--- config.mk ---
export PLATFORM = sky130hd
export DESIGN_NAME = m3inv_front
export DESIGN_NICKNAME = d
export VERILOG_FILES = /design/src/rtl/m3inv_pkg.sv /design/src/rtl/m3inv_front.sv
export SDC_FILE = /design/constraint.sdc
export NUM_CORES = 2
export LEC_CHECK = 0
export BUFFER_PORTS_ARGS = -buffer_cell sky130_fd_sc_hd__buf_2
export CAP_MARGIN = 20
export CELL_PAD_IN_SITES_DETAIL_PLACEMENT = 0
export CELL_PAD_IN_SITES_GLOBAL_PLACEMENT = 1
export CORE_MARGIN = 5
export CORE_UTILIZATION = 30
export DETAILED_ROUTE_END_ITERATION = 10
export HOLD_SLACK_MARGIN = 0.12
export PLACE_DENSITY_LB_ADDON = 0.08
export SLEW_MARGIN = 5
export SYNTH_ARGS = -nofsm -noshare
export SYNTH_HDL_FRONTEND = slang
export SYNTH_SLANG_ARGS = --single-unit
--- constraint.sdc ---
create_clock -name i_clk -period 13.4 [get_ports i_clk]
set_input_delay 1.34 -clock i_clk [delete_from_list [all_inputs] [get_ports i_clk]]
set_output_delay 1.34 -clock i_clk [all_outputs]
set_load 0.02 [all_outputs]
--- src/rtl/m3inv_pkg.sv ---
// Shared types, constants and the multiply-accumulate program of the 3x3 matrix inverse.
package m3inv_pkg;

    localparam int CW = 65;
    localparam int DW = 99;
    localparam int QB = 33;
    localparam logic [4:0] LAST_STEP = 5'd23;

    typedef enum logic [1:0] {B_M, B_LO, B_HI} t_bsel;

    typedef struct packed {
        logic [3:0] a_idx;
        t_bsel      b_kind;
        logic [3:0] b_idx;
        logic       neg;
        logic       first;
        logic       wr;
        logic [3:0] c_idx;
    } t_op;

    typedef struct packed {
        logic [8:0][CW-1:0] cof;
        logic [DW-1:0]      det;
    } t_job;

    typedef enum logic [1:0] {F_IDLE, F_RUN, F_DRAIN, F_PUSH} t_fstate;
    typedef enum logic [2:0] {B_IDLE, B_LOAD, B_CHK, B_DIV, B_FIN, B_OUT} t_bstate;

    function automatic t_op mk(input logic [3:0] a, input t_bsel k, input logic [3:0] b,
                               input logic n, input logic f, input logic w,
                               input logic [3:0] c);
        t_op o;
        o.a_idx = a; o.b_kind = k; o.b_idx = b; o.neg = n; o.first = f; o.wr = w;
        o.c_idx = c;
        return o;
    endfunction

    function automatic t_op m3inv_op(input logic [4:0] step);
        t_op o;
        unique case (step)
            5'd0:  o = mk(4'd4, B_M, 4'd8, 1'b0, 1'b1, 1'b0, 4'd0);
            5'd1:  o = mk(4'd5, B_M, 4'd7, 1'b1, 1'b0, 1'b1, 4'd0);
            5'd2:  o = mk(4'd2, B_M, 4'd7, 1'b0, 1'b1, 1'b0, 4'd1);
            5'd3:  o = mk(4'd1, B_M, 4'd8, 1'b1, 1'b0, 1'b1, 4'd1);
            5'd4:  o = mk(4'd1, B_M, 4'd5, 1'b0, 1'b1, 1'b0, 4'd2);
            5'd5:  o = mk(4'd2, B_M, 4'd4, 1'b1, 1'b0, 1'b1, 4'd2);
            5'd6:  o = mk(4'd5, B_M, 4'd6, 1'b0, 1'b1, 1'b0, 4'd3);
            5'd7:  o = mk(4'd3, B_M, 4'd8, 1'b1, 1'b0, 1'b1, 4'd3);
            5'd8:  o = mk(4'd0, B_M, 4'd8, 1'b0, 1'b1, 1'b0, 4'd4);
            5'd9:  o = mk(4'd2, B_M, 4'd6, 1'b1, 1'b0, 1'b1, 4'd4);
            5'd10: o = mk(4'd2, B_M, 4'd3, 1'b0, 1'b1, 1'b0, 4'd5);
            5'd11: o = mk(4'd0, B_M, 4'd5, 1'b1, 1'b0, 1'b1, 4'd5);
            5'd12: o = mk(4'd3, B_M, 4'd7, 1'b0, 1'b1, 1'b0, 4'd6);
            5'd13: o = mk(4'd4, B_M, 4'd6, 1'b1, 1'b0, 1'b1, 4'd6);
            5'd14: o = mk(4'd1, B_M, 4'd6, 1'b0, 1'b1, 1'b0, 4'd7);
            5'd15: o = mk(4'd0, B_M, 4'd7, 1'b1, 1'b0, 1'b1, 4'd7);
            5'd16: o = mk(4'd0, B_M, 4'd4, 1'b0, 1'b1, 1'b0, 4'd8);
            5'd17: o = mk(4'd1, B_M, 4'd3, 1'b1, 1'b0, 1'b1, 4'd8);
            5'd18: o = mk(4'd0, B_LO, 4'd0, 1'b0, 1'b1, 1'b0, 4'd0);
            5'd19: o = mk(4'd0, B_HI, 4'd0, 1'b0, 1'b0, 1'b0, 4'd0);
            5'd20: o = mk(4'd1, B_LO, 4'd3, 1'b0, 1'b0, 1'b0, 4'd0);
            5'd21: o = mk(4'd1, B_HI, 4'd3, 1'b0, 1'b0, 1'b0, 4'd0);
            5'd22: o = mk(4'd2, B_LO, 4'd6, 1'b0, 1'b0, 1'b0, 4'd0);
            5'd23: o = mk(4'd2, B_HI, 4'd6, 1'b0, 1'b0, 1'b0, 4'd0);
            default: o = mk(4'd0, B_M, 4'd0, 1'b0, 1'b0, 1'b0, 4'd0);
        endcase
        return o;
    endfunction

endpackage

--- src/rtl/m3inv_front.sv ---
// Front end: accepts a matrix and forms the adjugate and determinant on one shared multiplier.
module m3inv_front
    import m3inv_pkg::*;
(
    input  logic               i_clk,
    input  logic               i_rst_n,
    input  logic               start,
    output logic               busy,
    input  logic [8:0][31:0]   i_m,
    input  logic               i_full,
    output logic               o_push,
    output t_job               o_job
);

    t_fstate r_state, n_state;
    logic [4:0]          r_step;
    logic signed [31:0]  r_m [9];
    logic signed [CW-1:0] r_cof [9];
    logic signed [65:0]  r_p;
    t_op                 r_pctl;
    logic                r_pv;
    logic signed [DW:0]  r_acc;
    t_op                 op;
    logic signed [32:0]  a, b;
    logic signed [DW:0]  term, base, n_acc;
    logic signed [CW-1:0] cb;

    always_comb begin
        op = m3inv_op(r_step);
        a  = {r_m[op.a_idx][31], r_m[op.a_idx]};
        cb = r_cof[op.b_idx];
        unique case (op.b_kind)
            B_M:     b = {r_m[op.b_idx][31], r_m[op.b_idx]};
            B_LO:    b = {1'b0, cb[31:0]};
            B_HI:    b = cb[CW-1:32];
            default: b = '0;
        endcase
        term  = (r_pctl.b_kind == B_HI) ? {{2{r_p[65]}}, r_p, 32'b0} : {{34{r_p[65]}}, r_p};
        base  = r_pctl.first ? '0 : r_acc;
        n_acc = r_pctl.neg ? base - term : base + term;
    end

    always_ff @(posedge i_clk) begin
        if (!i_rst_n) begin
            r_state <= F_IDLE;
        end else begin
            r_state <= n_state;
        end
    end

    always_comb begin
        n_state = r_state;
        o_push  = 1'b0;
        unique case (r_state)
            F_IDLE:  if (start) n_state = F_RUN;
            F_RUN:   if (r_step == LAST_STEP) n_state = F_DRAIN;
            F_DRAIN: n_state = F_PUSH;
            F_PUSH: begin
                if (!i_full) begin
                    o_push  = 1'b1;
                    n_state = F_IDLE;
                end
            end
            default: n_state = F_IDLE;
        endcase
    end

    always_ff @(posedge i_clk) begin
        if (!i_rst_n) begin
            r_step <= '0;
            r_pv   <= 1'b0;
        end else begin
            r_pv <= (r_state == F_RUN);
            if (r_state == F_IDLE) begin
                r_step <= '0;
            end else if (r_state == F_RUN) begin
                r_step <= r_step + 5'd1;
            end
        end
    end

    always_ff @(posedge i_clk) begin
        if (r_state == F_IDLE && start) begin
            for (int i = 0; i < 9; i++) r_m[i] <= i_m[i];
        end
        r_p    <= a * b;
        r_pctl <= op;
        if (r_pv) begin
            r_acc <= n_acc;
            if (r_pctl.wr) r_cof[r_pctl.c_idx] <= n_acc[CW-1:0];
        end
    end

    always_comb begin
        for (int i = 0; i < 9; i++) o_job.cof[i] = r_cof[i];
        o_job.det = r_acc[DW-1:0];
    end

    assign busy = (r_state != F_IDLE);

endmodule

# After elaboration in Yosys (flattened, before gate mapping)
# Memory sizes are Yosys's and may differ from the RTL's. A register that Yosys moved wholly into a read port is not among the register bits.
# Cells that the tools add are included.
dict set report classes {
  muxes 17
  n_mul 1
  n_eq_ne 10
  bitwise 1
  reduce_logical 6
  n_addsub 3
}
# cell n
set op_table {}
lappend op_table {{2-to-1 mux 100 bit} 2}
lappend op_table {{adder 100 x 97 -> 100 bit} 1}
lappend op_table {{subtractor 100 x 97 -> 100 bit} 1}
lappend op_table {{case mux 33 bit (3 select lines)} 1}
lappend op_table {{2-to-1 mux 96 bit} 1}
lappend op_table {{multiplier 32 x 33 -> 65 bit} 1}
lappend op_table {{2-to-1 mux 5 bit} 2}
lappend op_table {{== test 2 bit, second input constant} 4}
lappend op_table {{case mux 2 bit (4 select lines)} 1}
lappend op_table {{2-to-1 mux 1 bit} 7}
lappend op_table {{2-to-1 mux 2 bit} 3}
lappend op_table {{!= test 2 bit, second input constant} 3}
lappend op_table {{adder 5 x 1 -> 5 bit, second input constant} 1}
lappend op_table {{== test 5 bit, second input constant} 1}
lappend op_table {{== test 2 x 1 -> 1 bit, second input constant} 2}
lappend op_table {{zero test 2 bit} 2}
lappend op_table {{AND reduction 3 bit} 1}
lappend op_table {{nonzero test 2 bit} 1}
lappend op_table {{OR reduction 2 bit} 1}
lappend op_table {{logical AND 1 bit} 1}
lappend op_table {{NOT 1 bit} 1}
dict set report totals {
  wordCells 51
  ramBits 873
  n_memories 3
  regBits 182
  romBits 512
}
# memory words word_bits read_ports rd_ports_with_merged_regs write_ports line_no
set memory_table {}
lappend memory_table {r_cof 9 65 10 0 1 m3inv_front.sv:18} ;# logic signed [CW-1:0] r_cof [9];
lappend memory_table {{(no name shown)} 32 16 1 1 0 m3inv_pkg.sv:40} ;# unique case (step)
lappend memory_table {r_m 9 32 2 0 9 m3inv_front.sv:17} ;# logic signed [31:0] r_m [9];

# Longest topological paths before layout
dict set report depth {
  ltp_word 4
  mapped_depth 42
}

# Least setup slack after synthesis
# Ideal clock, no wire load.
dict set report synth_timing {
  path_type {input port to flip-flop}
  from {input start}
  to {memory r_m[0][0] (enable)}
  path_buffers 0
  arrival_time_ns 13.465
  setup_slack_ns -1.018
  path_stages 2
  setup_ns 0.952
  t_required_ns 12.448
  cell_sequence {inv_1 > nor2_1}
}
# item line_no
set synth_rtl {}
lappend synth_rtl {{start, declared} m3inv_front.sv:7} ;# input logic start,
lappend synth_rtl {{end, declared} m3inv_front.sv:17}

# Final worst setup path
dict set report layout_timing {
  from {register op[7] (netlist name)}
  to {register r_p[62]}
}
dict set report layout_via {
  elab_chain_len 3
}
# item line_no
set layout_lines {}
lappend layout_lines {{memory read (9 x 65 bit) or memory read (9 x 32 bit) (tied branches)} -}
lappend layout_lines {{case mux 33 bit (3 select lines) *} m3inv_front.sv:32} ;# unique case (op.b_kind)
lappend layout_lines {{multiplier 32 x 33 -> 65 bit *} m3inv_front.sv:86} ;# r_p <= a * b;
lappend layout_lines {{end signal, assigned} m3inv_front.sv:86}
lappend layout_lines {{end, declared} m3inv_front.sv:19} ;# logic signed [65:0] r_p;
# Mark *: on every way between the ends. The rest lies on a longest branch, timed or not.
# A chain may end at the register's enable or synchronous reset.

==> results.md <==
* Status: finished, final reports clean
* Most frequent cells in the layout: edfxtp_1 (1427), inv_1 (1146), fa_1 (1112)
* Number of vias per cell at 5.24
* Chip width at 600 microns
* CTS tree: done
* Fmax achieved at 84.6 MHz
* Buffer count from post-CTS setup fixing at 0
* Nets at 11.0k
* Grt total ovfl at 0
* CP most frequent cell: fa_1
* Post-synthesis sequential area ratio at 42.8%
* Endpoints failing hold at 0
* CP max-delay cell: dfxtp_4
* Unique cell type count in the Yosys netlist at 85
* Hpwl dp at 398000 microns
* Cells after Synth at 8271
* Placed inst area at 0.117 sq mm
* FILL cells at 34.3k
* Hold slack at 0.326 ns
* Mapped Nets at 9971
* Synth Warn # at 0
* Area growth, synth to finish at 17.5%
* Gr usage total at 27.6%
* Share of cells above drive strength 1 at 22.9%
* Hold_buf cts at 0
* Die Y at 600 microns
* Die area at 0.360 sq mm
* Largest net degree at the start of global routing at 129
* Clock Path Buffers at 4
* Routed wire length at 502000 microns
* Max-slew violations at 0
* Number of synthesized register bits at 1523
* Core ar. at 0.347 sq mm
* Synth async-reset ratio at 0%
* GP Congestion at 0.907
* Average cell area after synthesis at 12.6 sq um
* Std-Cell Rows at 216
* Least-Margin Pin Slew at 1.21 ns
* Number of top-level pins at 978
* Final setup vio count at 0
* Final period util at 88.2%
* Clock slew at reported path FFs at 0.06 ns
* Worst Path Class, Setup: reg -> reg
* Wire length per cell at 35.7 microns
* Worst Path Arrival at 12.50 ns
* Final min period at 11.82 ns
* Initial antenna violation count at 111
* CTS H-tree depth at 4
* Req. time, crit path at 14.07 ns
* First-pass GRT wire length at 682000 microns
* CTS-repair resized insts at 0
* Sequential cell area at 0.0448 sq mm
* Type of origin of the critical path: flop
* Post-synth EDFFs at 1427
* Max-cap violation count at 0
* Worst Setup End Kind: flop
* Clock Tree Root: clkbuf_16
* Initial Util at 30.1%
* # DRC at 0
* Hold crit path type: reg -> reg
* Max Fanout on Critical Path at 28
* Vias at 73.6k
* Synthesized area at 0.105 sq mm
* Clock Sinks at 1523
* Number of global-route vias before repair at 77.6k
* Final ANT Viol Nets at 0
* Drt pass-1 iters at 5
* Final Cell Area at 0.123 sq mm
* Count of input and output buffers at 977
* Setup Skew at 0.158 ns
* Fin Setup TNS at 0 ns
* Clk_lat worst skew at 0.95 ns
* RSZ-0062 raised after global routing: no
* Max transition margin at 17.9%
* Ys flop type: edfxtp_1
* Largest stage delay, worst path at 0.85 ns
* Most common cell after layout, fill and taps aside: edfxtp_1
* Total CTS buffers at 185
* Multi-input logic area at 0.0547 sq mm
* Initial DRC Count at 6699
state kept, by name (all words and copies together) (netlist names):
signal / cells
r_step: 5
r_cof: 1040
r_pctl: 8
r_p: 65
r_pv: 1
op: 15
r_acc: 99
r_m: 288
r_state: 2
cell type report:
class | instances | share of cell area (%)
Clock buffer | 212 | 3.93
Clock inverter | 126 | 1.02
Tap cell | 4578 | 4.66
Inverter | 1152 | 3.52
Antenna cell | 31 | 0.0632
Timing Repair Buffer | 1248 | 5.77
Sequential cell | 1523 | 36.5
Multi-Input combinational cell | 5164 | 44.5
cells by family after synthesis:
family                   synth area share (%)
AO/OA/AOI/OAI                            5.15
XOR/XNOR                                 2.10
adder cells (fa/ha/maj)                  24.8
buffers and inverters                    5.77
flip-flops                               42.8
multiplexers                             10.9
AND/OR/NAND/NOR                          8.42
synthesized netlist by cell type (all sizes together), types with 38 or more instances:
cell type / number / area (sq um)
nand3: 38 / 190
mux4: 423 / 9530
nand2: 707 / 2650
mux2: 55 / 619
nand4: 53 / 332
edfxtp: 1427 / 42900
fa: 1113 / 22300
a21o: 93 / 698
mux2i: 122 / 1220
ha: 295 / 3690
clkbuf: 337 / 1260
and2: 49 / 307
o21ai: 143 / 716
nand2b: 46 / 288
xnor2: 112 / 988
inv: 1147 / 4310
a21oi: 384 / 1920
dfxtp: 96 / 1920
nor2: 827 / 3100
nor2b: 138 / 863
xor2: 138 / 1210
nor3: 71 / 355
buf: 95 / 440
layer usage:
layer / up-vias / wire length [microns] / global-route usage, % / share of wire [%]
li1: 30200 / - / - / -
met3: 607 / 32400 / 5.06 / 6.5
met1: 40000 / 206000 / 36.0 / 41
met4: 6 / 17000 / 7.69 / 3.4
met2: 2735 / 246000 / 47.0 / 49
met5: - / 41 / 0 / 0.0082
per-stage QoR:
stage | worst slack, ns | std cells | util (%)
global placement | 1.58 | 13700 | 33.6
finish | 1.58 | 14000 | 35.4
floorplan | 3.56 | 8271 | -
global route | 1.08 | 14000 | 35.4
CTS | 1.57 | 14000 | 35.4
detailed placement | 1.69 | 13700 | 33.6
path summary, 6_finish.rpt:
check | startpoint | to | slack (ns) | cells past startpoint
worst min-delay path | op[5]$_DFF_P_ | r_pctl[5]$_DFF_P_ | 0.33 | 0
worst min register to register | op[5]$_DFF_P_ | r_pctl[5]$_DFF_P_ | 0.33 | 0
worst max-delay path | op[7]$_DFF_P_ | r_p[62]$_DFF_P_ | 1.58 | 33
worst max register to register | op[7]$_DFF_P_ | r_p[62]$_DFF_P_ | 1.58 | 33
worst max-delay path, delay by kind of cell, from the launching register on:
kind | cells | cell delay [ns]
XOR/XNOR | 1 | 0.15
flip-flops | 1 | 0.85
AND/OR/NAND/NOR | 6 | 0.97
adder cells (fa/ha/maj) | 9 | 4.56
buffers and inverters | 8 | 1.73
multiplexers | 2 | 0.88
AO/OA/AOI/OAI | 7 | 2.41
Power is left out: the tool's default activity adds up to more than one toggle a clock period on the data nets, which glitch-free logic cannot reach.
