===== src/rtl/m3inv_pkg.sv =====
// Shared types, constants and the multiply-accumulate program of the 3x3 matrix inverse.
package m3inv_pkg;

    localparam int CW = 65;
    localparam int DW = 99;
    localparam int QB = 33;
    localparam logic [4:0] LAST_STEP = 5'd23;

    typedef enum logic [1:0] {B_M, B_LO, B_HI} t_bsel;

    typedef struct packed {
        logic [3:0] a_idx;
        t_bsel      b_kind;
        logic [3:0] b_idx;
        logic       neg;
        logic       first;
        logic       wr;
        logic [3:0] c_idx;
    } t_op;

    typedef struct packed {
        logic [8:0][CW-1:0] cof;
        logic [DW-1:0]      det;
    } t_job;

    typedef enum logic [1:0] {F_IDLE, F_RUN, F_DRAIN, F_PUSH} t_fstate;
    typedef enum logic [2:0] {B_IDLE, B_LOAD, B_CHK, B_DIV, B_FIN, B_OUT} t_bstate;

    function automatic t_op mk(input logic [3:0] a, input t_bsel k, input logic [3:0] b,
                               input logic n, input logic f, input logic w,
                               input logic [3:0] c);
        t_op o;
        o.a_idx = a; o.b_kind = k; o.b_idx = b; o.neg = n; o.first = f; o.wr = w;
        o.c_idx = c;
        return o;
    endfunction

    function automatic t_op m3inv_op(input logic [4:0] step);
        t_op o;
        unique case (step)
            5'd0:  o = mk(4'd4, B_M, 4'd8, 1'b0, 1'b1, 1'b0, 4'd0);
            5'd1:  o = mk(4'd5, B_M, 4'd7, 1'b1, 1'b0, 1'b1, 4'd0);
            5'd2:  o = mk(4'd2, B_M, 4'd7, 1'b0, 1'b1, 1'b0, 4'd1);
            5'd3:  o = mk(4'd1, B_M, 4'd8, 1'b1, 1'b0, 1'b1, 4'd1);
            5'd4:  o = mk(4'd1, B_M, 4'd5, 1'b0, 1'b1, 1'b0, 4'd2);
            5'd5:  o = mk(4'd2, B_M, 4'd4, 1'b1, 1'b0, 1'b1, 4'd2);
            5'd6:  o = mk(4'd5, B_M, 4'd6, 1'b0, 1'b1, 1'b0, 4'd3);
            5'd7:  o = mk(4'd3, B_M, 4'd8, 1'b1, 1'b0, 1'b1, 4'd3);
            5'd8:  o = mk(4'd0, B_M, 4'd8, 1'b0, 1'b1, 1'b0, 4'd4);
            5'd9:  o = mk(4'd2, B_M, 4'd6, 1'b1, 1'b0, 1'b1, 4'd4);
            5'd10: o = mk(4'd2, B_M, 4'd3, 1'b0, 1'b1, 1'b0, 4'd5);
            5'd11: o = mk(4'd0, B_M, 4'd5, 1'b1, 1'b0, 1'b1, 4'd5);
            5'd12: o = mk(4'd3, B_M, 4'd7, 1'b0, 1'b1, 1'b0, 4'd6);
            5'd13: o = mk(4'd4, B_M, 4'd6, 1'b1, 1'b0, 1'b1, 4'd6);
            5'd14: o = mk(4'd1, B_M, 4'd6, 1'b0, 1'b1, 1'b0, 4'd7);
            5'd15: o = mk(4'd0, B_M, 4'd7, 1'b1, 1'b0, 1'b1, 4'd7);
            5'd16: o = mk(4'd0, B_M, 4'd4, 1'b0, 1'b1, 1'b0, 4'd8);
            5'd17: o = mk(4'd1, B_M, 4'd3, 1'b1, 1'b0, 1'b1, 4'd8);
            5'd18: o = mk(4'd0, B_LO, 4'd0, 1'b0, 1'b1, 1'b0, 4'd0);
            5'd19: o = mk(4'd0, B_HI, 4'd0, 1'b0, 1'b0, 1'b0, 4'd0);
            5'd20: o = mk(4'd1, B_LO, 4'd3, 1'b0, 1'b0, 1'b0, 4'd0);
            5'd21: o = mk(4'd1, B_HI, 4'd3, 1'b0, 1'b0, 1'b0, 4'd0);
            5'd22: o = mk(4'd2, B_LO, 4'd6, 1'b0, 1'b0, 1'b0, 4'd0);
            5'd23: o = mk(4'd2, B_HI, 4'd6, 1'b0, 1'b0, 1'b0, 4'd0);
            default: o = mk(4'd0, B_M, 4'd0, 1'b0, 1'b0, 1'b0, 4'd0);
        endcase
        return o;
    endfunction

endpackage


===== src/rtl/m3inv_queue.sv =====
// Two-entry queue that carries computed jobs from the front end to the divider.
module m3inv_queue
    import m3inv_pkg::*;
(
    input  logic i_clk,
    input  logic i_rst_n,
    input  logic i_push,
    input  t_job i_job,
    input  logic i_pop,
    output logic o_full,
    output logic o_empty,
    output t_job o_head
);

    t_job       r_mem [2];
    logic       r_wp, r_rp;
    logic [1:0] r_cnt;

    always_ff @(posedge i_clk) begin
        if (!i_rst_n) begin
            r_wp  <= 1'b0;
            r_rp  <= 1'b0;
            r_cnt <= '0;
        end else begin
            if (i_push) r_wp <= ~r_wp;
            if (i_pop)  r_rp <= ~r_rp;
            r_cnt <= r_cnt + {1'b0, i_push} - {1'b0, i_pop};
        end
    end

    always_ff @(posedge i_clk) begin
        if (i_push) r_mem[r_wp] <= i_job;
    end

    assign o_full  = (r_cnt == 2'd2);
    assign o_empty = (r_cnt == 2'd0);
    assign o_head  = r_mem[r_rp];

endmodule


===== config.mk =====
export PLATFORM = sky130hd
export DESIGN_NAME = m3inv_queue
export DESIGN_NICKNAME = d
export VERILOG_FILES = /design/src/rtl/m3inv_pkg.sv /design/src/rtl/m3inv_queue.sv
export SDC_FILE = /design/constraint.sdc
export NUM_CORES = 1
export LEC_CHECK = 0
export ABC_AREA = 1
export BUFFER_PORTS_ARGS = -buffer_cell sky130_fd_sc_hd__buf_2
export CAP_MARGIN = 0
export CORE_AREA = 8 8 526 528
export CTS_CLUSTER_SIZE = 8
export DETAILED_ROUTE_END_ITERATION = 10
export DIE_AREA = 0 0 534 536
export GPL_ROUTABILITY_DRIVEN = 0
export GPL_TIMING_DRIVEN = 0
export HOLD_SLACK_MARGIN = 0.03
export PLACE_DENSITY = 0.33
export SLEW_MARGIN = 40
export SYNTH_ARGS = -nofsm -noshare
export SYNTH_HDL_FRONTEND = slang
export SYNTH_SLANG_ARGS = --single-unit

===== constraint.sdc =====
create_clock -name i_clk -period 43.2 [get_ports i_clk]
set_clock_uncertainty 0.2 [all_clocks]
set_input_delay 6.48 -clock i_clk [delete_from_list [all_inputs] [get_ports i_clk]]
set_output_delay 6.48 -clock i_clk [all_outputs]
set_load 0.1 [all_outputs]

* Word-level counts from Yosys, hierarchy flattened
Memory sizes are Yosys's and may differ from the RTL's. A register that Yosys moved wholly into a read port is not among the register bits.
Index checks and enable logic that the tools add are counted.
** Operators by class
- Add/subtract/negate cells :: 2
- Equal/unequal tests :: 1
- Multiplexer cells :: 4
- Bitwise gates (word level) :: 2
- Reduce and logical (&&, ||, !) cells :: 1
** Operator list (number)
- two-way mux 1 bit :: 4
- adder 2 x 1 -> 2 bit :: 1
- == test 2 bit, second input constant :: 1
- logical NOT 2 bit :: 1
- NOT 1 bit :: 2
- subtractor 2 x 1 -> 2 bit :: 1
** Word-level totals
- Register bits :: 4
- RAM bits :: 1368
- Bits of input ports :: 688
- Output and inout bits :: 686
- Word-level logic and storage cells :: 14
- Memories kept :: 1
** Memory list
- r_mem :: words 2, bits a word 684, rd ports 1, clocked after Yosys merged registers in 1, write ports 1, line m3inv_queue.sv:15 : t_job r_mem [2];

* Logic depth before layout (Yosys ltp)
Gate-level depths: netlist (run 1).
- Word-level depth :: 3
- Depth in mapped cells :: 9
- Gate-level depth less buffers :: 9

* Worst setup path before layout (run 1)
OpenSTA, ideal clock, no wires.
- Path type :: in2reg
- From :: input i_push
- To :: memory r_mem[0][0] (netlist name), enable pin
- Setup time :: 1770 ps
- Arrival time :: 35068 ps
- Required time :: 41230 ps
- Path slack :: 6162 ps
- Stages on the path :: 2
- Path buffers :: 0
- Path through :: inv_1 -> nor2_1
** Between the ends
- Word-level cells in the longest chain between the ends :: 2
** RTL lines
- start: declaration :: line m3inv_queue.sv:7 : input logic i_push,
- two-way mux 1 bit :: line m3inv_queue.sv:32 : if (i_push) r_mem[r_wp] <= i_job;
- two-way mux 1 bit (implied by the code) :: line m3inv_queue.sv:32
- end: declaration :: line m3inv_queue.sv:15
Every way passes these cells.

==> results of run 1 <==
sequential cells by signal (all words and copies together), names as in the netlist, named ones only:
register / flops
r_mem: 1368
r_cnt: 2
r_rp: 1
r_wp: 1
final timing paths:
kind	endpoint	slack, ps	cells past startpoint
min reg2reg	flop	290	2
max	o_head[69]	33740	5
min	flop	290	2
max reg2reg	r_mem[0][64]	40180	12
stage by stage:
stage,hold slack [ps],utilization [%],setup WS [ps]
after floorplan,263.5,-,6162
after global placement,294.1,22.79,-20110
after detailed placement,281.8,23.34,33780
after CTS,295.4,25.32,33460
after global routing,334.1,25.33,33510
final,293.2,25.35,33740
layer usage:
| layer | share of wire [%] | up-vias | global-route usage, % |
|---|---|---|---|
| met2 | 47 | 1372 | 22.36 |
| met3 | 14 | 588 | 8.519 |
| met4 | 2.5 | 174 | 2.644 |
| li1 | - | 11960 | - |
| met1 | 36 | 13670 | 14.29 |
| met5 | 0.58 | - | 0 |
where the power goes:
group / switching [uW] / internal (uW)
clock: 562 / 834
sequential: 12.5 / 1550
combinational: 599 / 144
worst max-delay path, stage by stage, from the launching register on:
cell and delay [ps]:
dfxtp_1 320, buf_6 260, buf_6 280, buf_6 200, mux2_2 340, buf_2 490
cell families after synthesis:
group	after synthesis	share of synthesized area, %
fa+ha+maj	2	0.05011
buf+inv	83	1.892
mux	684	15.43
simple gates	18	0.1378
compound gates	1	0.01001
flops	1373	82.48
final cells by class:
cell class                 count  area share [%]
clock inverter                11          0.2956
tap                         3570           6.554
multi-input combinational    705           11.46
inverter                       7         0.04957
buffer                        76           1.348
clock buffer                 219           7.511
sequential                  1373           60.42
antenna                       28          0.1028
timing repair buffer        1440           12.26
placed cells by master, fill, tap and decap left out:
cell,Yosys,routed
clkinv_4,0,1
nand2_1,8,8
inv_16,0,3
nor2_1,9,8
inv_1,7,6
buf_16,0,38
clkbuf_8,30,30
edfxtp_1,1368,1368
clkbuf_16,0,202
bufinv_16,0,2
nor2_4,0,1
clkinv_16,0,1
clkinv_2,0,2
inv_8,0,1
buf_8,0,29
mux2_2,684,684
nand3_1,1,1
dfxtp_1,5,5
ha_1,2,2
diode_2,0,28
a21oi_1,1,1
clkbuf_1,0,17
buf_2,2,1375
buf_6,44,44
clkinv_8,0,2
==> flow_summary.toml, run 1 <==
[die]
pin_count = 1374
coreArea_um2 = 268900
rows = 191
die_y_um = 536
start_util_pct = 18.57
die_x_um = 534
dieArea_um2 = 286200

[grt]
grt_max_degree = 64
grt_pass1_wl_mm = 262.7
grt_pass1_vias = 29070
track_usage_pct = 13.35
grt-ovfl-total = 0
antenna_found_initial = 235

[cells_and_area]
area_growth_syn_to_layout_pct = 36.50
multi_input_area_um2 = 7809
drive_gt1_share_pct = 63.04
register_area_um2 = 41180
final_area_um2 = 68150
final_nets = 4489
fillers = 27740
fin_cells = 7429

[route]
ant_nets = 0
vias = 27760
drt_iter0_markers = 1147
routed_wl_mm = 200.6
wl_per_cell_um = 27.00
vias_per_cell = 3.736
remaining_drc_errors = 0
drtPass1Iterations = 5

[worst_setup_path]
cp-start-kind = "flop"
r2r_start = "r_wp"
critPathMaxFanout = 10
cp_data_arrival_time_ps = 2780
end_kind = "primary output"
worst-setup-path-type = "flop to primary output"
required_ps = 36520

[sta]
drv_slew = 0
relSlewSlack_pct = 54.30
max_freq_mhz = 105.7
hold_viol_final = 0
tightest_slew_ps = 690.3
fin_crit_sh_pct = 21.90
min_period_ps = 9462
setup_tns_ps = 0
rsz0062_at_grt = "no"
finalSetupViolations = 0

[power_and_ir_drop]
ir_worst_vdd_uv = 32.12
p_per_area_nw_per_um2 = 54.28
finalPower_uw = 3699
leakage_uw = 0.02471

[status]
status = "completed"

[synthesis]
synth_warnings = 0
synth_ff_type = "edfxtp_1"
seq_area_frac_synth_pct = 82.48
syn_area_um2 = 49930
yosysUniqueCellTypes = 12
synth.area.top_cells = "edfxtp_1 82%, mux2_2 15%, buf_6 0.99%"
synth_top_area_cell = "edfxtp_1"
synthTopCellsByCount = "1368 x edfxtp_1, 684 x mux2_2, 44 x buf_6, 30 x clkbuf_8, 9 x nor2_1"
synthArstFlopShare_pct = 0
synth_nets = 2851
synth.ff_latch_count = 1373
synth_top_area_share_pct = 82.28
synthMostInstantiatedCell = "edfxtp_1"
syn_area_per_cell_um2 = 23.10
syn_inst = 2161
synth_edf_count = 1368

[placement]
portBuffers = 1373
dp_cells = 7171
hpwl_mm = 158.6
placed_cell_area_um2 = 62760

[clock_tree]
clockBufferDepth = 4
cts.repair.resized = 0
ctsHoldBuffers = 0
cts.sinks = 1373
post_cts_buffers = 0
clock_latency_ps = 810
cts_buffers = 196
htree_levels = 4
root_buffer = "clkbuf_16"
path_clk_slew_ps = 50
cts_tree = "done"

[job]
maxCapViolations = 0

[hold_path]
hp-class = "flop to flop"
worstHoldStart = "r_rp"
Note: power is estimated with default switching activity, not from simulation.
==> run 2, diff against run 1 <==
clock period = 9.5 ns   (was 43.2 ns; I/O delays follow)
==> run 2 against run 1 <==
Compared with the run above:
- highest routed layer unchanged
- non-clock buffer count up 31
- power rose to 4.5 times the previous value
- clock power rose to 4.5 times the previous value
- utilization up 0.27 points
- sequential share of layout area down 0.63 points
- hold slack better by 8.2 ps
==> flow_summary.toml, run 2 (synthesized netlist as in run 1, its figures left out) <==
[worst_setup_path]
crit_chain = "buf_6, buf_6, buf_6, mux2_2, buf_2"
cpMaxStageDelayCell = "buf_2"
cp-start-kind = "flop"
end_kind = "primary output"
crit_top_cell = "buf_6"
critPathMaxFanout = 10
required_ps = 7880
cp_num_buf_inv = 4
path_delay_family = "buffers and inverters"
worst-setup-path-type = "flop to primary output"
cp_data_arrival_time_ps = 2910
slowest_delay_ps = 490

[route]
drtPass1Iterations = 5
vias = 27550
wl_per_cell_um = 26.21
ant_nets = 0
remaining_drc_errors = 0
routed_wl_mm = 195.9
vias_per_cell = 3.685
drt_iter0_markers = 1153

[clock_tree]
cts.sinks = 1373
ctsHoldBuffers = 0
cts.repair.resized = 0
path_clk_slew_ps = 50
cts_buffers = 197
clock_latency_ps = 820
root_buffer = "clkbuf_16"
post_cts_buffers = 0
cts_tree = "done"
htree_levels = 4
clockBufferDepth = 4

[hold_path]
hp-class = "flop to flop"

[placement]
pre_cts_ws_ps = 4401
placed_cell_area_um2 = 63550
hpwl_mm = 156.5
portBuffers = 1373

[sta]
tightest_slew_ps = 739.4
rsz0062_at_grt = "no"
hold_viol_final = 0
drv_slew = 0
relSlewSlack_pct = 51.05
fin_crit_sh_pct = 47.72
min_period_ps = 4534
setup_tns_ps = 0
worst_slack_ps = 4966
finalSetupViolations = 0
max_freq_mhz = 220.6

[grt]
grt-ovfl-total = 0
grt_pass1_wl_mm = 257.5
grt_pass1_vias = 29570
track_usage_pct = 13.07
antenna_found_initial = 228
grt_max_degree = 22

[die]
die_y_um = 536
pin_count = 1374
dieArea_um2 = 286200
start_util_pct = 18.57
coreArea_um2 = 268900
rows = 191
die_x_um = 534

[cells_and_area]
mostFrequentLayoutCells = "1375 x buf_2, 1368 x edfxtp_1, 684 x mux2_2"
final_area_um2 = 68870
top_regs = "r_mem: 1368 flops, r_cnt: 2 flops"
final_nets = 4521
area_growth_syn_to_layout_pct = 37.95
fillers = 27680
regMostFlops = "r_mem"
largest_reg_flops = 1368
layout_commonest_cell = "buf_2"
drive_gt1_share_pct = 63.31

[power_and_ir_drop]
finalPower_uw = 16730
leakage_uw = 0.02496
ir_worst_vdd_uv = 129.6
p_per_area_nw_per_um2 = 242.9

[status]
status = "completed"

[job]
maxCapViolations = 0
[run 2: routing by layer]
metal / share of wire, % / vias up / track usage (%)
met4: 3.6 / 178 / 4.424
li1: - / 12040 / -
met1: 33 / 13370 / 12.52
met5: 0.58 / - / 0
met3: 16 / 610 / 9.721
met2: 47 / 1350 / 21.74
[run 2: path summary, 6_finish.rpt]
path,to,depth (start not counted),slack (ps),from
worst max-delay path,o_head[102],5,4970,flop
worst min-delay path,flop,2,300,r_rp
worst max register to register,r_mem[0][368],15,5830,r_wp
worst min register to register,flop,2,300,r_rp
[run 2: report_power, final]
part           switching, uW  internal, uW
clock network           2540          3700
registers               57.2          7040
logic                   2710           688
total                   5310         11400
[run 2: area by class of cell]
type	count	area (um^2)	share of cell area, %
Antenna cell	45	112.6	0.1635
Buffer	76	918.4	1.333
Clock buffer	215	5019	7.287
Clock inverter	15	193.9	0.2816
Inverter	7	42.54	0.06177
Multi-Input combinational cell	705	7825	11.36
Sequential cell	1373	41180	59.79
Tap cell	3570	4467	6.486
Timing Repair Buffer	1471	9114	13.23
[run 2: stage by stage]
step,hold WS [ps],utilization (%),cells
after floorplan,263.5,-,2161
after global placement,303.9,22.80,7104
after detailed placement,287.6,23.64,7202
after CTS,300.7,25.57,7432
after global routing,381.4,25.59,7451
final,301.5,25.62,7477
[run 2: tightest hold or removal path, cell delays in order (launching register included)]
cell and delay, ps:
dfxtp_1 320, nor2_1 60, nor2_1 80
