<file path="src/rtl/m3inv_pkg.sv">
// Shared types, constants and the multiply-accumulate program of the 3x3 matrix inverse.
package m3inv_pkg;

    localparam int CW = 65;
    localparam int DW = 99;
    localparam int QB = 33;
    localparam logic [4:0] LAST_STEP = 5'd23;

    typedef enum logic [1:0] {B_M, B_LO, B_HI} t_bsel;

    typedef struct packed {
        logic [3:0] a_idx;
        t_bsel      b_kind;
        logic [3:0] b_idx;
        logic       neg;
        logic       first;
        logic       wr;
        logic [3:0] c_idx;
    } t_op;

    typedef struct packed {
        logic [8:0][CW-1:0] cof;
        logic [DW-1:0]      det;
    } t_job;

    typedef enum logic [1:0] {F_IDLE, F_RUN, F_DRAIN, F_PUSH} t_fstate;
    typedef enum logic [2:0] {B_IDLE, B_LOAD, B_CHK, B_DIV, B_FIN, B_OUT} t_bstate;

    function automatic t_op mk(input logic [3:0] a, input t_bsel k, input logic [3:0] b,
                               input logic n, input logic f, input logic w,
                               input logic [3:0] c);
        t_op o;
        o.a_idx = a; o.b_kind = k; o.b_idx = b; o.neg = n; o.first = f; o.wr = w;
        o.c_idx = c;
        return o;
    endfunction

    function automatic t_op m3inv_op(input logic [4:0] step);
        t_op o;
        unique case (step)
            5'd0:  o = mk(4'd4, B_M, 4'd8, 1'b0, 1'b1, 1'b0, 4'd0);
            5'd1:  o = mk(4'd5, B_M, 4'd7, 1'b1, 1'b0, 1'b1, 4'd0);
            5'd2:  o = mk(4'd2, B_M, 4'd7, 1'b0, 1'b1, 1'b0, 4'd1);
            5'd3:  o = mk(4'd1, B_M, 4'd8, 1'b1, 1'b0, 1'b1, 4'd1);
            5'd4:  o = mk(4'd1, B_M, 4'd5, 1'b0, 1'b1, 1'b0, 4'd2);
            5'd5:  o = mk(4'd2, B_M, 4'd4, 1'b1, 1'b0, 1'b1, 4'd2);
            5'd6:  o = mk(4'd5, B_M, 4'd6, 1'b0, 1'b1, 1'b0, 4'd3);
            5'd7:  o = mk(4'd3, B_M, 4'd8, 1'b1, 1'b0, 1'b1, 4'd3);
            5'd8:  o = mk(4'd0, B_M, 4'd8, 1'b0, 1'b1, 1'b0, 4'd4);
            5'd9:  o = mk(4'd2, B_M, 4'd6, 1'b1, 1'b0, 1'b1, 4'd4);
            5'd10: o = mk(4'd2, B_M, 4'd3, 1'b0, 1'b1, 1'b0, 4'd5);
            5'd11: o = mk(4'd0, B_M, 4'd5, 1'b1, 1'b0, 1'b1, 4'd5);
            5'd12: o = mk(4'd3, B_M, 4'd7, 1'b0, 1'b1, 1'b0, 4'd6);
            5'd13: o = mk(4'd4, B_M, 4'd6, 1'b1, 1'b0, 1'b1, 4'd6);
            5'd14: o = mk(4'd1, B_M, 4'd6, 1'b0, 1'b1, 1'b0, 4'd7);
            5'd15: o = mk(4'd0, B_M, 4'd7, 1'b1, 1'b0, 1'b1, 4'd7);
            5'd16: o = mk(4'd0, B_M, 4'd4, 1'b0, 1'b1, 1'b0, 4'd8);
            5'd17: o = mk(4'd1, B_M, 4'd3, 1'b1, 1'b0, 1'b1, 4'd8);
            5'd18: o = mk(4'd0, B_LO, 4'd0, 1'b0, 1'b1, 1'b0, 4'd0);
            5'd19: o = mk(4'd0, B_HI, 4'd0, 1'b0, 1'b0, 1'b0, 4'd0);
            5'd20: o = mk(4'd1, B_LO, 4'd3, 1'b0, 1'b0, 1'b0, 4'd0);
            5'd21: o = mk(4'd1, B_HI, 4'd3, 1'b0, 1'b0, 1'b0, 4'd0);
            5'd22: o = mk(4'd2, B_LO, 4'd6, 1'b0, 1'b0, 1'b0, 4'd0);
            5'd23: o = mk(4'd2, B_HI, 4'd6, 1'b0, 1'b0, 1'b0, 4'd0);
            default: o = mk(4'd0, B_M, 4'd0, 1'b0, 1'b0, 1'b0, 4'd0);
        endcase
        return o;
    endfunction

endpackage

</file>
<file path="src/rtl/m3inv_back.sv">
// Back end: divides each adjugate entry by the determinant, one quotient bit per cycle.
module m3inv_back
    import m3inv_pkg::*;
#(
    parameter int FRAC_BITS = 16
) (
    input  logic              i_clk,
    input  logic              i_rst_n,
    input  logic              i_empty,
    input  t_job              i_job,
    output logic              o_pop,
    output logic              o_valid,
    output logic [8:0][31:0]  o_r,
    output logic              o_singular,
    output logic              o_saturated
);

    localparam int NW = CW + 2 * FRAC_BITS;

    t_bstate r_state, n_state;
    logic [3:0]    r_idx;
    logic [5:0]    r_cnt;
    logic [NW-1:0] r_num;
    logic [DW-1:0] r_md, r_rem;
    logic [QB-1:0] r_low, r_q;
    logic          r_neg, r_ovf;
    logic [31:0]   r_res [9];
    logic          r_sing, r_sat;
    logic [CW-1:0] c, mc;
    logic [DW-1:0] md;
    logic [DW:0]   t;
    logic [31:0]   limit;
    logic          det_zero, ovf;

    always_comb begin
        c        = i_job.cof[r_idx];
        mc       = c[CW-1] ? (~c + 1'b1) : c;
        md       = i_job.det[DW-1] ? (~i_job.det + 1'b1) : i_job.det;
        det_zero = (i_job.det == '0);
        ovf      = ({{(DW - NW + QB){1'b0}}, r_num[NW-1:QB]} >= r_md);
        t        = {r_rem, r_low[QB-1]};
        limit    = r_neg ? 32'h8000_0000 : 32'h7FFF_FFFF;
    end

    always_ff @(posedge i_clk) begin
        if (!i_rst_n) begin
            r_state <= B_IDLE;
        end else begin
            r_state <= n_state;
        end
    end

    always_comb begin
        n_state = r_state;
        o_pop   = 1'b0;
        o_valid = 1'b0;
        unique case (r_state)
            B_IDLE:  if (!i_empty) n_state = det_zero ? B_OUT : B_LOAD;
            B_LOAD:  n_state = B_CHK;
            B_CHK:   n_state = ovf ? B_FIN : B_DIV;
            B_DIV:   if (r_cnt == 6'(QB - 1)) n_state = B_FIN;
            B_FIN:   n_state = (r_idx == 4'd8) ? B_OUT : B_LOAD;
            B_OUT: begin
                o_pop   = 1'b1;
                o_valid = 1'b1;
                n_state = B_IDLE;
            end
            default: n_state = B_IDLE;
        endcase
    end

    always_ff @(posedge i_clk) begin
        unique case (r_state)
            B_IDLE: begin
                r_idx  <= '0;
                r_sat  <= 1'b0;
                r_sing <= det_zero;
                if (det_zero) begin
                    for (int i = 0; i < 9; i++) r_res[i] <= '0;
                end
            end
            B_LOAD: begin
                r_num <= {{(2 * FRAC_BITS){1'b0}}, mc} << (2 * FRAC_BITS);
                r_md  <= md;
                r_neg <= c[CW-1] ^ i_job.det[DW-1];
            end
            B_CHK: begin
                r_ovf <= ovf;
                r_rem <= {{(DW - NW + QB){1'b0}}, r_num[NW-1:QB]};
                r_low <= r_num[QB-1:0];
                r_q   <= '0;
                r_cnt <= '0;
            end
            B_DIV: begin
                if (t >= {1'b0, r_md}) begin
                    r_rem <= DW'(t - {1'b0, r_md});
                    r_q   <= {r_q[QB-2:0], 1'b1};
                end else begin
                    r_rem <= t[DW-1:0];
                    r_q   <= {r_q[QB-2:0], 1'b0};
                end
                r_low <= {r_low[QB-2:0], 1'b0};
                r_cnt <= r_cnt + 6'd1;
            end
            B_FIN: begin
                if (r_ovf || r_q > {1'b0, limit}) begin
                    r_res[r_idx] <= limit;
                    r_sat        <= 1'b1;
                end else begin
                    r_res[r_idx] <= r_neg ? (32'd0 - r_q[31:0]) : r_q[31:0];
                end
                r_idx <= r_idx + 4'd1;
            end
            B_OUT: ;
            default: ;
        endcase
    end

    always_comb begin
        for (int i = 0; i < 9; i++) o_r[i] = r_res[i];
    end
    assign o_singular  = r_sing;
    assign o_saturated = r_sat;

endmodule

</file>
<file path="config.mk">
export PLATFORM = sky130hd
export DESIGN_NAME = m3inv_back
export DESIGN_NICKNAME = d
export VERILOG_FILES = /design/src/rtl/m3inv_pkg.sv /design/src/rtl/m3inv_back.sv
export SDC_FILE = /design/constraint.sdc
export NUM_CORES = 2
export LEC_CHECK = 0
export BUFFER_PORTS_ARGS = -buffer_cell sky130_fd_sc_hd__buf_2
export CAP_MARGIN = 15
export CORE_AREA = 2 2 381 383
export DETAILED_ROUTE_END_ITERATION = 8
export DIE_AREA = 0 0 383 385
export HOLD_SLACK_MARGIN = 0.1
export PLACE_DENSITY_LB_ADDON = 0.25
export RECOVER_POWER = 50
export SYNTH_ARGS = -nofsm -noshare
export SYNTH_HDL_FRONTEND = slang
export SYNTH_SLANG_ARGS = --single-unit
</file>
<file path="constraint.sdc">
create_clock -name i_clk -period 10 [get_ports i_clk]
set_clock_uncertainty 0.2 [all_clocks]
set_input_delay 0.5 -clock i_clk [delete_from_list [all_inputs] [get_ports i_clk]]
set_output_delay 0.5 -clock i_clk [all_outputs]
set_load 0.02 [all_outputs]
</file>
Yosys cells after proc, flatten, opt, wreduce, memory -nomap -nowiden
Memory sizes are Yosys's and may differ from the RTL's.
Cells that the tools add are included.
- register bits: 346
- bits in writable memories: 288
- input bits: 687
- output and inout port bits: 292
- word-level logic and storage cells: 82
- memories kept: 1
- add/subtract/negate cells: 6
- order comparisons: 4
- equality and inequality tests: 10
- multiplexer cells: 35
- bitwise logic cells: 4
- reductions and logical operators: 8
- memory list (name ; words ; width ; read ports ; clocked after Yosys merged registers in ; wr ports ; line ; RTL):
    r_res ; 9 ; 32 ; 9 ; 0 ; 9 ; m3inv_back.sv:27 ; logic [31:0] r_res [9];
- operators with widths (cell ; number):
    binary-select mux 65 bit (select 4 bit) ; 1
    one-hot mux 99 bit (2 select lines) ; 1
    one-hot mux 33 bit (2 select lines) ; 2
    two-way mux 32 bit ; 4
    greater-or-equal comparator 100 x 99 -> 1 bit ; 1
    adder 99 x 1 -> 99 bit (second input constant) ; 1
    greater-or-equal comparator 64 x 99 -> 1 bit ; 1
    zero test 99 bit ; 1
    two-way mux 99 bit ; 1
    NOT 99 bit ; 1
    subtractor 99 bit ; 1
    two-way mux 98 bit ; 1
    adder 65 x 1 -> 65 bit (second input constant) ; 1
    two-way mux 65 bit ; 1
    NOT 65 bit ; 1
    two-way mux 64 bit ; 1
    > comparator 33 x 32 -> 1 bit ; 1
    OR reduction 32 bit ; 1
    subtractor 1 x 32 -> 32 bit (first input constant) ; 1
    two-way mux 3 bit ; 5
    one-hot mux 3 bit (5 select lines) ; 1
    two-way mux 1 bit ; 13
    one-hot mux 6 bit (2 select lines) ; 1
    one-hot mux 4 bit (2 select lines) ; 1
    17 further kinds ; 23

Depth between registers and ports, before layout
- word-level depth: 9
- depth in mapped cells: 18
- depth with buffers taken out: 14

Worst setup path before layout
OpenSTA, ideal clock, no wires.
- path type: register to register
- start: register r_state[2]
- end: register r_q[23] (data pin)
- setup time: 0.161 ns
- arrival time: 4.989 ns
- data required time: 9.639 ns
- setup slack: 4.651 ns
- stages on the path, launching flop included: 5
- buffers on the path: 1
- clock period less this slack: 5.349 ns
- path through: dfxtp_1 -> nand2b_1 -> inv_1 -> clkbuf_1 -> and3_1
- word-level cells in the longest chain between the ends: 2
- elaborated cells on any way between the ends: 3
- classes of those cells: eq/ne: 2; mux: 1
- ends and longest elaborated chain (what ; line ; RTL):
    from (decl) ; m3inv_back.sv:20 ; t_bstate r_state, n_state;
    from (signal assigned) ; m3inv_back.sv:49 ; r_state <= n_state;
    equality test 3 x 2 -> 1 bit ; m3inv_back.sv:73 ; unique case (r_state)
    one-hot mux 33 bit (2 select lines) * ; m3inv_back.sv:73 ;
    to (signal assigned) ; m3inv_back.sv:97 ; r_q <= {r_q[QB-2:0], 1'b1};
    to (signal assigned) ; m3inv_back.sv:100 ; r_q <= {r_q[QB-2:0], 1'b0};
    to (decl) ; m3inv_back.sv:25 ; logic [QB-1:0] r_low, r_q;
Mark *: on every way between the ends. The rest lies on a longest branch, timed or not.
A chain may end at the register's enable or synchronous reset.

Worst setup path in the final report
- start: register r_idx[3]
- end: register r_num[92] (data pin)
- word-level cells in the longest chain between the ends: 5
- ends and longest elaborated chain (what ; line ; RTL):
    from (decl) ; m3inv_back.sv:21 ; logic [3:0] r_idx;
    from (signal assigned) ; m3inv_back.sv:112 ; r_idx <= r_idx + 4'd1;
    binary-select mux 65 bit (select 4 bit) * ; m3inv_back.sv:36 ; c = i_job.cof[r_idx];
    two-way mux 65 bit (not written as such) * ; m3inv_back.sv:36 ;
    NOT 65 bit ; m3inv_back.sv:37 ; mc = c[CW-1] ? (~c + 1'b1) : c;
    adder 65 x 1 -> 65 bit ; m3inv_back.sv:37 ;
    two-way mux 64 bit * ; m3inv_back.sv:37 ;
    via mc[60] ; m3inv_back.sv:29 ; logic [CW-1:0] c, mc;
    to (signal assigned) ; m3inv_back.sv:83 ; r_num <= {{(2 * FRAC_BITS){1'b0}}, mc} << (2 * FRAC_BITS);
    to (decl) ; m3inv_back.sv:23 ; logic [NW-1:0] r_num;
Mark *: on every way through the listed nets, which the timed path passes. The rest lies on a longest branch. The select of a mux whose other input is x is not followed.

==> summary.md <==
| Metric | Value |
|---|---|
| Hpwl dp | `approximately 190000 um` |
| Vias per cell | `5.407` |
| Worst Reg-to-Reg Cells | `11` |
| Count of final setup violators | `0` |
| Worst reg2reg endpoint | `r_num[92]$_DFFE_PP_` |
| Placer Congestion | `1.018` |
| FP Rows | `139` |
| DRC viols | `0` |
| GRT Resource Usage Total | `29.39%` |
| P per Cell Area | `204.0 nW/um^2` |
| Final Max Slew Viols | `530` |
| Root Driver | `clkbuf_16` |
| CP arrival | `around 7.3 ns` |
| Cells after synthesis | `4068` |
| Antenna Violating Nets Remaining | `0` |
| Ports | `between 900 and 1000` |
| Violated checks | `max-capacitance violations, max-slew violations` |
| Max-Cap Viols | `9` |
| Worst-Skew Late Latency | `0.66 ns` |
| Max Fanout on Critical Path | `44` |
| Post-layout nets | `5910` |
| Layout area overhead | `24.46%` |
| Clock Path Buffers | `3` |
| Layout Cells excl Fill | `just over 7000` |
| Setup TNS | `0 ns` |
| Fin crit share | `71.50%` |
| Die width | `383 um` |
| RSZ-0062 raised after global routing | `false` |
| Clk sinks | `602` |
| Drt total wl | `225800 um` |
| Crit. End Element | `register` |
| F_max | `139.9 MHz` |
| HP Class | `in -> reg` |
| Number of H-tree levels | `3` |
| Met3 routed WL | `17160 um` |
| Critical path class | `reg -> reg` |
| Hold Slack | `approximately 0.15 ns` |
| Core Util, Final | `a little over a third` |
| Post-synth ARST share | `0%` |
| Worst slew margin | `-160.5%` |
| Share of cells above drive strength 1 | `between 10% and 20%` |
| Register area share after synthesis | `between 40% and 50%` |
| Crit start category | `register` |
| WP data required | `10.17 ns` |
| Flops & latches, synth | `602` |
| DRT met1 WL | `78460 um` |
| Top FF cell, synth | `edfxtp_1` |
| R2R setup slack | `about 2.9 ns` |
| Min Tclk post-route | `7.150 ns` |
| Synth area leaders | `edfxtp_1 45%, ha_1 6.3%, nor2_1 4.7%` |
| WHS Path Cells | `3` |
| Syn_nets | `4960` |
| 1st-pass router iterations | `6` |
| Hold EP | `r_md[17]$_DFFE_PP_` |
| Synthesis warning total | `0` |
| EDFF count, synth | `599` |
| Top sig layer | `met5` |
| Synth area leader | `edfxtp_1` |
| Initial Utilization | `28.22%` |
| Die H | `385 um` |
| Hold Startpoint | `i_job[15]` |
| Largest net degree at the start of global routing | `120` |
| Mapped Avg Cell Area | `9.929 sq um` |
| DR iter-0 viols | `3686` |
| Least-Margin Pin Slew | `around 3.9 ns` |
| Number of global-route vias before repair | `36580` |
| Die Area | `~150000 sq um` |
| Total power | `0.01025 W` |
| WL/cell | `31.92 um` |
| CTS tree | `built` |
| Num CTS Buffers | `73` |
| Core area | `143100 sq um` |
| Cell Area, Synth | `~40000 sq um` |
| Outcome | `complete, but fails checks` |
| Buffers on Ports | `978` |
| Met2 WL post-DR | `roughly 110000 um` |
| DP Cell Count | `roughly 6700` |
| First-pass GRT wire length | `297800 um` |
| Final hold vios | `0` |
| Initial antenna violation count | `171` |
| Post-synth top area share | `between 40% and 50%` |
| Pleak | `roughly 20 nW` |
| Clock transition at path regs | `0.05 ns` |
| Via count | `38260` |
| Overflow after GRT | `0` |
| Reg-to-reg startpoint | `r_idx[3]$_SDFFCE_PN0P_` |
| Post-synth cell types | `91` |
| Maximum VDD drop | `0.0001286 V` |
-- synthesized netlist by cell type (27+ instances only) --
cell,count
o221ai_1,44
clkbuf_1,163
o31ai_1,48
o31ai_2,28
mux4_2,37
a22oi_1,48
nand2b_1,27
nand4_1,83
mux2_2,40
buf_2,52
a21oi_1,225
o22ai_1,43
ha_1,204
nor2_1,504
xnor2_1,181
and3_1,48
inv_1,170
nor4_1,36
nor3_1,44
nand3_1,58
o21ai_0,193
o21bai_1,33
xor2_1,94
mux2i_1,139
nand2_1,402
edfxtp_1,599
a31oi_1,75
a21o_1,101
-- cell families (layout without fill, tap and decap cells) --
group,count (synthesis),count (layout),share of synthesized area [%]
XOR/XNOR,275,275,5.963
AO/OA/AOI/OAI,1011,1011,16.83
multiplexers,222,222,6.800
flip-flops,602,602,44.68
other,0,98,0
adder cells (fa/ha/maj),205,205,6.369
buffers and inverters,422,1429,4.278
AND/OR/NAND/NOR,1331,1331,15.07
-- metrics by stage --
stage / area (sq um) / setup slack [ns]
floorplan: 40390 / 4.651
global placement: 46980 / 4.023
detailed placement: 46980 / 4.008
CTS: 50440 / 3.974
global route: 50200 / 2.253
finish: 50270 / 2.850
-- area by class of cell --
| type | count | area, sq um |
|---|---|---|
| Antenna cell | 98 | 245.2 |
| Clock buffer | 87 | 1901 |
| Clock inverter | 45 | 509.2 |
| Fill cell | 14910 | 92860 |
| Inverter | 172 | 649.4 |
| Multi-Input combinational cell | 3044 | 20650 |
| Sequential cell | 602 | 18050 |
| Tap cell | 1903 | 2381 |
| Timing Repair Buffer | 1125 | 5888 |
-- sequential cells by signal (all words and copies together), names as in the netlist --
register / flops
r_low: 1
r_idx: 4
o_singular: 1
r_state: 3
r_md: 99
r_ovf: 1
r_res: 288
r_rem: 99
r_cnt: 6
o_saturated: 1
r_q: 33
r_neg: 1
r_num: 65
-- worst max-delay path by stage --
| stage | from | end | slack, ns | cells past startpoint |
|---|---|---|---|---|
| finish | r_idx[3]$_SDFFCE_PN0P_ | r_num[92]$_DFFE_PP_ | 2.85 | 11 |
| global route | r_state[0]$_SDFFE_PN0P_ | r_md[85]$_DFFE_PP_ | 2.25 | 4 |
| CTS | r_neg$_DFFE_PP_ | r_res[3][26]$_SDFFCE_PN0P_ | 3.97 | 14 |
| detailed placement | r_neg$_DFFE_PP_ | r_res[3][26]$_SDFFCE_PN0P_ | 4.01 | 14 |
| global placement | r_neg$_DFFE_PP_ | r_res[1][25]$_SDFFCE_PN0P_ | 4.02 | 14 |
| floorplan | r_state[2]$_SDFFE_PN0P_ | r_q[23]$_SDFFCE_PP0P_ | 4.65 | 4 |
-- routing by layer --
| layer | GRT usage [%] | vias to the layer above |
|---|---|---|
| li1 | - | 17170 |
| met1 | 31.18 | 18530 |
| met3 | 7.131 | 625 |
| met2 | 48.66 | 1872 |
| met4 | 26.35 | 64 |
| met5 | 0 | - |
-- timing repair --
| item | 4_1_cts | 5_1_grt |
|---|---|---|
| endpoints found under the hold margin | 98 | 0 |
| setup buffers | 0 | 0 |
| gates resized for setup | 0 | 0 |
| hold buffers | 105 | 0 |
-- power breakdown --
group	switching (W)	internal, W	total, W
clock	0.00113	0.00156	0.00269
sequential	0.000222	0.00319	0.00341
combinational	0.00266	0.00150	0.00416
total	0.00401	0.00624	0.0103
-- cell usage in the layout, fill, tap and decap left out, drive strengths merged, types with 101 or more instances in the layout --
| cell | Yosys | routed |
|---|---|---|
| nand2 | 403 | 403 |
| inv | 171 | 171 |
| mux2i | 139 | 139 |
| a21o | 101 | 101 |
| dlygate4sd3 | 0 | 105 |
| buf | 87 | 717 |
| a21oi | 225 | 225 |
| edfxtp | 599 | 599 |
| o21ai | 198 | 198 |
| xnor2 | 181 | 181 |
| nor2 | 504 | 504 |
| clkbuf | 163 | 390 |
| ha | 204 | 204 |
-- worst max-delay path, stage by stage, from the launching register on --
cell	delay [ns]
edfxtp_1	0.65
buf_4	0.62
clkbuf_1	2.19
mux2i_1	0.34
o22ai_1	0.13
a21oi_1	0.48
o22a_1	0.21
clkbuf_1	1.01
o2111a_1	0.44
nand2_1	0.13
o31ai_1	0.29
xor2_1	0.12
(Power assumes the default switching activity.)
